**src/design/unique_value_set_table_top_defines.svh**
```systemverilog
// assertion macros for the set membership table
// each macro checks a property at every rising edge of i_clk outside reset
`ifndef UNIQUE_VALUE_SET_TABLE_TOP_DEFINES_SVH
`define UNIQUE_VALUE_SET_TABLE_TOP_DEFINES_SVH

`ifndef SYNTHESIS
// antecedent implies consequent in the same cycle
`define UVST_ASSERT_SAME(lbl, ante, cons) \
    lbl: assert property (@(posedge i_clk) disable iff (!i_rst_n) (ante) |-> (cons)) \
        else $error("uvst check failed");
// antecedent implies consequent in the next cycle
`define UVST_ASSERT_NEXT(lbl, ante, cons) \
    lbl: assert property (@(posedge i_clk) disable iff (!i_rst_n) (ante) |=> (cons)) \
        else $error("uvst check failed");
`else
`define UVST_ASSERT_SAME(lbl, ante, cons)
`define UVST_ASSERT_NEXT(lbl, ante, cons)
`endif

`endif

```
**src/design/uvst_pkg.sv**
```systemverilog
`timescale 1ns / 1ps

package uvst_pkg;

    // set size and stored value width
    localparam int CAPACITY    = 16;
    localparam int VALUE_WIDTH = 32;

    // port field widths
    localparam int ELEM_W      = 32;
    localparam int MODE_W      = 2;
    localparam int COUNT_OUT_W = 5;
    localparam int OUT_W       = 8;

    // derived storage widths
    localparam int VAL_W  = (VALUE_WIDTH < ELEM_W) ? VALUE_WIDTH : ELEM_W;
    localparam int CNT_W  = $clog2(CAPACITY + 1);
    localparam int ADDR_W = (CAPACITY > 1) ? $clog2(CAPACITY) : 1;

    // operation codes
    localparam logic [MODE_W-1:0] MODE_INSERT = 2'd0;
    localparam logic [MODE_W-1:0] MODE_REMOVE = 2'd1;

    // controller to datapath commands
    typedef struct packed {
        logic load;
        logic search;
        logic shift;
        logic append;
        logic refuse;
        logic dec;
        logic finish;
    } t_dp_cmd;

    // datapath to controller status
    typedef struct packed {
        logic hit;
        logic miss;
        logic shift_done;
        logic full;
        logic out_free;
        logic is_insert;
        logic is_remove;
    } t_dp_sts;

endpackage

```
**src/design/unique_value_set_table_top.sv**
```systemverilog
`timescale 1ns / 1ps
// Set membership table holding up to 16 distinct 32-bit values in a memory with
// one write port and one registered read port. Each item (tuser = mode: 0 insert,
// 1 remove, 2 or 3 query) is looked up by a linear scan of the stored entries, one
// memory read a cycle. A match ends the scan early; a miss scans every stored
// entry. A remove that matches then moves the later entries down one place. The
// block works on one item at a time; the result sits in an output register, so
// the next item is taken while the previous result waits. An item whose result
// is ready waits in its final state until that register is free.

`include "unique_value_set_table_top_defines.svh"

module unique_value_set_table_top
    import uvst_pkg::*;
(
    input  logic              i_clk,
    input  logic              i_rst_n,
    input  logic              i_s_axis_tvalid,
    output logic              o_s_axis_tready,
    // element[31:0]
    input  logic [ELEM_W-1:0] i_s_axis_tdata,
    // mode[1:0]
    input  logic [MODE_W-1:0] i_s_axis_tuser,
    output logic              o_m_axis_tvalid,
    input  logic              i_m_axis_tready,
    // was_present[0], entry_count[5:1], set_empty[6], insert_refused[7]
    output logic [OUT_W-1:0]  o_m_axis_tdata
);

    t_dp_cmd w_cmd;
    t_dp_sts w_sts;

    // sequencer
    uvst_ctrl u_ctrl (
        .i_clk           (i_clk),
        .i_rst_n         (i_rst_n),
        .i_s_axis_tvalid (i_s_axis_tvalid),
        .o_s_axis_tready (o_s_axis_tready),
        .i_sts           (w_sts),
        .o_cmd           (w_cmd)
    );

    // store, scan and result register
    uvst_dpath u_dpath (
        .i_clk           (i_clk),
        .i_rst_n         (i_rst_n),
        .i_element       (i_s_axis_tdata),
        .i_mode          (i_s_axis_tuser),
        .i_cmd           (w_cmd),
        .o_sts           (w_sts),
        .i_m_axis_tready (i_m_axis_tready),
        .o_m_axis_tvalid (o_m_axis_tvalid),
        .o_m_axis_tdata  (o_m_axis_tdata)
    );

    // checks
    `UVST_ASSERT_SAME(a_append_not_full, w_cmd.append, !w_sts.full && !w_cmd.refuse)
    `UVST_ASSERT_SAME(a_finish_out_free, w_cmd.finish, w_sts.out_free)
    `UVST_ASSERT_NEXT(a_busy_after_load, w_cmd.load, !o_s_axis_tready)

endmodule

```
**src/design/uvst_ram.sv**
```systemverilog
`timescale 1ns / 1ps

module uvst_ram #(
    parameter int WIDTH = 32,
    parameter int DEPTH = 16
) (
    input  logic                                         i_clk,
    input  logic                                         i_wr_en,
    input  logic [((DEPTH > 1) ? $clog2(DEPTH) : 1)-1:0] i_wr_addr,
    input  logic [WIDTH-1:0]                             i_wr_data,
    input  logic [((DEPTH > 1) ? $clog2(DEPTH) : 1)-1:0] i_rd_addr,
    output logic [WIDTH-1:0]                             o_rd_data
);

    logic [WIDTH-1:0] r_mem [DEPTH];
    logic [WIDTH-1:0] r_rd_data;

    // one write port, registered read port
    always_ff @(posedge i_clk) begin
        if (i_wr_en) begin
            r_mem[i_wr_addr] <= i_wr_data;
        end
        r_rd_data <= r_mem[i_rd_addr];
    end

    assign o_rd_data = r_rd_data;

endmodule

```
**src/design/uvst_ctrl.sv**
```systemverilog
`timescale 1ns / 1ps

module uvst_ctrl
    import uvst_pkg::*;
(
    input  logic    i_clk,
    input  logic    i_rst_n,
    input  logic    i_s_axis_tvalid,
    output logic    o_s_axis_tready,
    input  t_dp_sts i_sts,
    output t_dp_cmd o_cmd
);

    localparam logic [1:0] S_IDLE   = 2'd0;
    localparam logic [1:0] S_SEARCH = 2'd1;
    localparam logic [1:0] S_SHIFT  = 2'd2;
    localparam logic [1:0] S_FINISH = 2'd3;

    logic [1:0] r_state;
    logic [1:0] n_state;

    // next state and commands
    always_comb begin
        n_state = r_state;
        o_cmd   = '0;
        unique case (r_state)
            S_IDLE: begin
                if (i_s_axis_tvalid) begin
                    o_cmd.load = 1'b1;
                    n_state    = S_SEARCH;
                end
            end
            S_SEARCH: begin
                o_cmd.search = 1'b1;
                if (i_sts.hit) begin
                    n_state = i_sts.is_remove ? S_SHIFT : S_FINISH;
                end else if (i_sts.miss) begin
                    if (i_sts.is_insert) begin
                        o_cmd.refuse = i_sts.full;
                        o_cmd.append = !i_sts.full;
                    end
                    n_state = S_FINISH;
                end
            end
            S_SHIFT: begin
                o_cmd.shift = 1'b1;
                if (i_sts.shift_done) begin
                    o_cmd.dec = 1'b1;
                    n_state   = S_FINISH;
                end
            end
            S_FINISH: begin
                if (i_sts.out_free) begin
                    o_cmd.finish = 1'b1;
                    n_state      = S_IDLE;
                end
            end
            default: begin
                n_state = S_IDLE;
            end
        endcase
    end

    // state register
    always_ff @(posedge i_clk) begin
        if (!i_rst_n) begin
            r_state <= S_IDLE;
        end else begin
            r_state <= n_state;
        end
    end

    assign o_s_axis_tready = (r_state == S_IDLE);

endmodule

```
**src/design/uvst_dpath.sv**
```systemverilog
`timescale 1ns / 1ps

module uvst_dpath
    import uvst_pkg::*;
(
    input  logic             i_clk,
    input  logic             i_rst_n,
    input  logic [ELEM_W-1:0] i_element,
    input  logic [MODE_W-1:0] i_mode,
    input  t_dp_cmd          i_cmd,
    output t_dp_sts          o_sts,
    input  logic             i_m_axis_tready,
    output logic             o_m_axis_tvalid,
    output logic [OUT_W-1:0] o_m_axis_tdata
);

    logic [MODE_W-1:0]   r_mode;
    logic [VAL_W-1:0]    r_elem;
    logic [CNT_W-1:0]    r_count;
    logic [CNT_W-1:0]    r_ptr;
    logic                r_pend_vld;
    logic [ADDR_W-1:0]   r_pend_idx;
    logic                r_hit;
    logic                r_refused;
    logic                r_out_valid;
    logic [OUT_W-1:0]    r_out_data;

    logic [VAL_W-1:0]    w_rdata;
    logic                w_match;
    logic                w_issue;
    logic                w_wr_en;
    logic [ADDR_W-1:0]   w_wr_addr;
    logic [VAL_W-1:0]    w_wr_data;
    logic [CNT_W+COUNT_OUT_W-1:0] w_count_ext;
    logic [OUT_W-1:0]    w_result;

    // entry store
    uvst_ram #(
        .WIDTH (VAL_W),
        .DEPTH (CAPACITY)
    ) u_store (
        .i_clk     (i_clk),
        .i_wr_en   (w_wr_en),
        .i_wr_addr (w_wr_addr),
        .i_wr_data (w_wr_data),
        .i_rd_addr (r_ptr[ADDR_W-1:0]),
        .o_rd_data (w_rdata)
    );

    // compare, write port steering and result packing
    always_comb begin
        w_match     = r_pend_vld && (w_rdata == r_elem);
        w_issue     = (r_ptr < r_count);
        w_wr_en     = i_cmd.append || (i_cmd.shift && r_pend_vld);
        w_wr_addr   = i_cmd.append ? r_count[ADDR_W-1:0] : (r_pend_idx - ADDR_W'(1));
        w_wr_data   = i_cmd.append ? r_elem : w_rdata;
        w_count_ext = {{COUNT_OUT_W{1'b0}}, r_count};
        w_result    = {r_refused, (r_count == '0), w_count_ext[COUNT_OUT_W-1:0], r_hit};
    end

    // status to controller
    always_comb begin
        o_sts.hit        = w_match;
        o_sts.miss       = !w_match && (r_ptr == r_count);
        o_sts.shift_done = !r_pend_vld && !w_issue;
        o_sts.full       = (r_count >= CNT_W'(CAPACITY));
        o_sts.out_free   = !r_out_valid || i_m_axis_tready;
        o_sts.is_insert  = (r_mode == MODE_INSERT);
        o_sts.is_remove  = (r_mode == MODE_REMOVE);
    end

    // item registers and scan pointer
    always_ff @(posedge i_clk) begin
        if (i_cmd.load) begin
            r_mode     <= i_mode;
            r_elem     <= i_element[VAL_W-1:0];
            r_hit      <= 1'b0;
            r_refused  <= 1'b0;
            r_ptr      <= '0;
            r_pend_idx <= '0;
        end else if (i_cmd.search && w_match) begin
            r_hit <= 1'b1;
            r_ptr <= CNT_W'(r_pend_idx) + CNT_W'(1);
        end else if ((i_cmd.search || i_cmd.shift) && w_issue) begin
            r_pend_idx <= r_ptr[ADDR_W-1:0];
            r_ptr      <= r_ptr + CNT_W'(1);
        end
        if (i_cmd.refuse) begin
            r_refused <= 1'b1;
        end
    end

    // read pending flag
    always_ff @(posedge i_clk) begin
        if (!i_rst_n) begin
            r_pend_vld <= 1'b0;
        end else if (i_cmd.load || (i_cmd.search && w_match)) begin
            r_pend_vld <= 1'b0;
        end else if (i_cmd.search || i_cmd.shift) begin
            r_pend_vld <= w_issue;
        end
    end

    // entry count
    always_ff @(posedge i_clk) begin
        if (!i_rst_n) begin
            r_count <= '0;
        end else if (i_cmd.append) begin
            r_count <= r_count + CNT_W'(1);
        end else if (i_cmd.dec) begin
            r_count <= r_count - CNT_W'(1);
        end
    end

    // output register
    always_ff @(posedge i_clk) begin
        if (!i_rst_n) begin
            r_out_valid <= 1'b0;
        end else if (i_cmd.finish) begin
            r_out_valid <= 1'b1;
        end else if (i_m_axis_tready) begin
            r_out_valid <= 1'b0;
        end
    end

    always_ff @(posedge i_clk) begin
        if (i_cmd.finish) begin
            r_out_data <= w_result;
        end
    end

    assign o_m_axis_tvalid = r_out_valid;
    assign o_m_axis_tdata  = r_out_data;

endmodule
```
**config.mk**
```make
export PLATFORM = sky130hd
export DESIGN_NAME = unique_value_set_table_top
export DESIGN_NICKNAME = d
export VERILOG_FILES = /design/src/design/uvst_pkg.sv /design/src/design/unique_value_set_table_top.sv /design/src/design/uvst_ram.sv /design/src/design/uvst_ctrl.sv /design/src/design/uvst_dpath.sv
export VERILOG_INCLUDE_DIRS = /design/src /design/src/design
export SDC_FILE = /design/constraint.sdc
export NUM_CORES = 1
export LEC_CHECK = 0
export ABC_AREA = 1
export ABC_CLOCK_PERIOD_IN_PS = 4930
export BUFFER_PORTS_ARGS = -buffer_cell sky130_fd_sc_hd__buf_2
export CORE_MARGIN = 2
export CORE_UTILIZATION = 30
export DETAILED_ROUTE_END_ITERATION = 10
export SYNTH_ARGS = -nofsm -noshare
export SYNTH_HDL_FRONTEND = slang
export SYNTH_SLANG_ARGS = --single-unit
```
**constraint.sdc**
```tcl
create_clock -name i_clk -period 4.93 [get_ports i_clk]
set_input_delay 1.2325 -clock i_clk [delete_from_list [all_inputs] [get_ports i_clk]]
set_output_delay 1.2325 -clock i_clk [all_outputs]
set_load 0.02 [all_outputs]
```
==> impl_metrics.csv <==
group,metric,value,unit
pwr,intPower,0.0106,W
layout,final_area,28400,µm²
synth,yosys_warnings,0,
clock_network,cts_hold_buffers,0,
floorplanning,core,80800,µm²
sta,fin_crit,3890,ps
clock_network,clkSlewWorstSetupHoldPaths,60,ps
layout,multiInputGateArea,6160,µm²
worst_setup_path,worstPathMaxFanout,37,
layout,areaGrowthSynthToFinish,15.6,%
min_path,hp-start,"u_dpath.r_refused",
clock_network,cts.sinks,606,
worst_setup_path,crit_path_start_kind,"flip-flop",
global_routing,antenna_found_initial,3,
worst_setup_path,r2r-start,"u_dpath.r_elem[12]",
synth,synthFlopType,"edfxtp_1",
placement,port_buffers,47,
sta,fin_skew,28.3,ps
sta,finalSetupViolations,0,
pwr,power_frac_seq,0.441,
sta,worst_slew_pin_slew,1150,ps
worst_setup_path,r2r_end,"u_dpath.u_store.r_mem[12][24]",
pwr,p_per_area,559,nW/µm²
worst_setup_path,endpoint_kind,"flip-flop",
clock_network,cts_tree,"yes",
floorplanning,dieArea,84200,µm²
layout,fin_nets,2023,
synth,mappedNetlistArea,24600,µm²
synth,syn_avg_cell_area,12.9,µm²
synth,yosysUniqueCellTypes,39,
pwr,pwr-share-comb,0.264,
worst_setup_path,worstPathArrival,4170,ps
clock_network,h-tree-depth,3,
layout,seq_area,17700,µm²
worst_setup_path,critPathLaunch,"u_dpath.r_elem[12]",
global_routing,track_usage,0.148,
global_routing,overflow,0,
worst_setup_path,r2r_slack,1040,ps
synth,synth_cells,1899,
detailed_routing,dr.pass1.iters,8,
clock_network,cts_buffers,66,
layout,fillers,7698,
pwr,p_leak,9.72,nW
global_routing,grt_max_degree,181,
pwr,total_power,0.0159,W
synth,ys_seq_area_frac,0.720,
floorplanning,io_pins,48,
sta,slew_headroom,0.234,
placement,place_hpwl,36.7,mm
run,drv_cap,0,
clock_network,clk_latency,600,ps
worst_setup_path,worstSetupEndpoint,"u_dpath.u_store.r_mem[12][24]",
floorplanning,die_h,290,µm
synth,syn_nets,1952,
layout,final_util,0.351,
placement,placed_area,26400,µm²
status,status,"finished clean",
floorplanning,start_util,0.304,
worst_setup_path,worstSetupPathType,"reg2reg",
synth,synth_edf_count,554,
pwr,clockPowerShare,0.294,
detailed_routing,drt_iter0_drc,1396,
clock_network,cts_root_buffer,"clkbuf_16",
placement,place.gp.congestion,0.890,
clock_network,cts_setup_buffers,0,
placement,dpl_worst_slack,1040,ps
synth,async_reset_ff_frac,0,
pwr,net-switching-power,0.00524,W
sta,finalSetupTns,0,ps
min_path,hold_path_class,"reg2reg",
sta,hold_viol,0,
sta,rsz0062_at_grt,"false",
detailed_routing,route.detailed.drc,0,
floorplanning,die_w,290,µm
layout,diodes,0,
detailed_routing,antenna_left,0,
detailed_routing,wire_per_inst,20.5,µm
global_routing,grt_pass1_vias,15400,
layout,drive_gt1_frac,0.120,
worst_setup_path,reg2reg_depth,17,
sta,fmax,257,MHz
sta,setup_ws,1040,ps
detailed_routing,viasPerCell,5.04,
worst_setup_path,crit_required,5210,ps
pwr,sw_frac_of_total,0.330,
synth,ys_seq_elements,606,
sta,finalCritPeriodShare,0.789,
floorplanning,fp-row-count,104,
detailed_routing,dr_total_vias,15500,
detailed_routing,wl,63.2,mm
global_routing,grt_pass1_wl,94.8,mm
clock_network,cts_resized,0,
clock_network,clock_path_buffers,3,
sta,finalMaxSlewViolations,0,
pwr,ir_worst_vdd,0.000312,V
==> registers in the layout, summed over array words and instances, names as in the netlist <==
signal                     count
u_dpath.r_pend_idx             4
u_dpath.r_ptr                  5
u_dpath.r_mode                 2
u_ctrl.r_state                 2
u_dpath.o_m_axis_tvalid        1
u_dpath.r_refused              1
u_dpath.u_store.o_rd_data     32
u_dpath.u_store.r_mem        512
u_dpath.r_elem                32
u_dpath.r_pend_vld             1
u_dpath.r_count                5
u_dpath.o_m_axis_tdata         8
u_dpath.r_hit                  1
==> cell usage after synthesis (2+ instances only) <==
| master | n | area [µm²] |
|---|---|---|
| inv_2 | 4 | 15.0 |
| nand2_1 | 251 | 942 |
| nand2_2 | 8 | 50.1 |
| o22ai_1 | 6 | 37.5 |
| dfxtp_1 | 52 | 1040 |
| o21ai_0 | 182 | 911 |
| nor2_2 | 4 | 25.0 |
| xor2_1 | 2 | 17.5 |
| buf_2 | 20 | 100 |
| o21ai_2 | 3 | 26.3 |
| xnor2_1 | 2 | 17.5 |
| nor3_1 | 8 | 40.0 |
| buf_1 | 5 | 18.8 |
| mux2i_1 | 106 | 1060 |
| a21oi_1 | 16 | 80.1 |
| nor2_1 | 254 | 953 |
| edfxtp_1 | 554 | 16600 |
| ha_1 | 14 | 175 |
| nand4_1 | 12 | 75.1 |
| inv_1 | 103 | 387 |
| o32ai_1 | 17 | 149 |
| nand3_2 | 4 | 40.0 |
| nand3_1 | 58 | 290 |
| o211ai_1 | 17 | 128 |
| o221ai_1 | 106 | 928 |
| clkbuf_1 | 78 | 293 |
==> layout by cell type, fill, tap and decap left out, types with 7 or more instances in the layout <==
cell	Yosys	routed
nand4_1	12	12
o221ai_1	106	106
nor3_1	8	8
a21oi_1	16	16
inv_1	103	102
o32ai_1	17	17
clkinv_2	0	7
mux2i_1	106	106
clkbuf_1	78	17
nor2_1	254	238
edfxtp_1	554	554
dfxtp_1	52	48
o21ai_0	182	182
nand2_1	251	251
nor2_4	1	17
nand2_2	8	8
o211ai_1	17	17
nand3_1	58	58
buf_4	1	55
clkinv_1	1	14
ha_1	14	14
clkbuf_16	0	69
buf_2	20	47
==> power by group through the flow <==
stage	Combinational [W]	Clock, W	Sequential, W
after CTS	0.00418	0.00478	0.00699
final	0.00419	0.00467	0.00700
after floorplan	0.00266	0	0.00700
after detailed placement	0.00416	0	0.00710
after global placement	0.00407	0	0.00709
after global routing	0.00464	0.00496	0.00704
==> metal layers <==
| layer | global-route usage | routed length [µm] | up-vias |
|---|---|---|---|
| met2 | 0.235 | 29100 | 619 |
| met1 | 0.200 | 27400 | 7660 |
| li1 | - | - | 7118 |
| met5 | 0 | 0 | - |
| met3 | 0.0308 | 4890 | 124 |
| met4 | 0.0545 | 1790 | 0 |
==> per-stage QoR <==
| stage | cells | hold slack (ps) |
|---|---|---|
| 3_3_place_gp | 2962 | 420 |
| 6_report | 3081 | 447 |
| 4_1_cts | 3081 | 451 |
| 5_1_grt | 3081 | 460 |
| 3_5_place_dp | 2962 | 429 |
| 2_1_floorplan | 1899 | 409 |
==> layout make-up <==
| class | instances | area share |
|---|---|---|
| clock buffers | 89 | 0.0645 |
| flip-flops and latches | 606 | 0.623 |
| repair buffers | 108 | 0.0271 |
| clock inverters | 30 | 0.00723 |
| inverters | 108 | 0.0144 |
| well taps | 1060 | 0.0467 |
| multi-input cells | 1080 | 0.217 |
==> critical path, stage by stage, from the launching register on <==
cell	delay (ps)
edfxtp_1	340
inv_1	60
nand2_1	60
nand2_1	240
nor2_1	170
nand2_1	60
nor2_1	100
nand2_1	70
nor2_2	160
nand2_1	120
nand2_2	100
inv_2	50
nand2_4	290
o21ai_0	250
inv_1	150
nand3_2	230
nor2_4	770
buf_4	320
==> worst min path at each step <==
stage          cells after the start  slack, ps                   endpoint
2_1_floorplan                      0        410  u_dpath.o_m_axis_tdata[7]
3_3_place_gp                       0        420  u_dpath.o_m_axis_tdata[7]
3_5_place_dp                       0        430  u_dpath.o_m_axis_tdata[7]
4_1_cts                            0        450  u_dpath.o_m_axis_tdata[7]
5_1_grt                            0        460  u_dpath.o_m_axis_tdata[7]
6_report                           0        450  u_dpath.o_m_axis_tdata[7]
==> cells by family after synthesis <==
| group | synth area share |
|---|---|
| buffers and inverters | 0.0340 |
| DFF | 0.720 |
| xor gates and xnor gates | 0.00143 |
| and+or+nand+nor | 0.0999 |
| adders and majority gates | 0.00795 |
| AOI/OAI and AO/OA | 0.0936 |
| muxes | 0.0432 |
(Power assumes the default switching activity.)
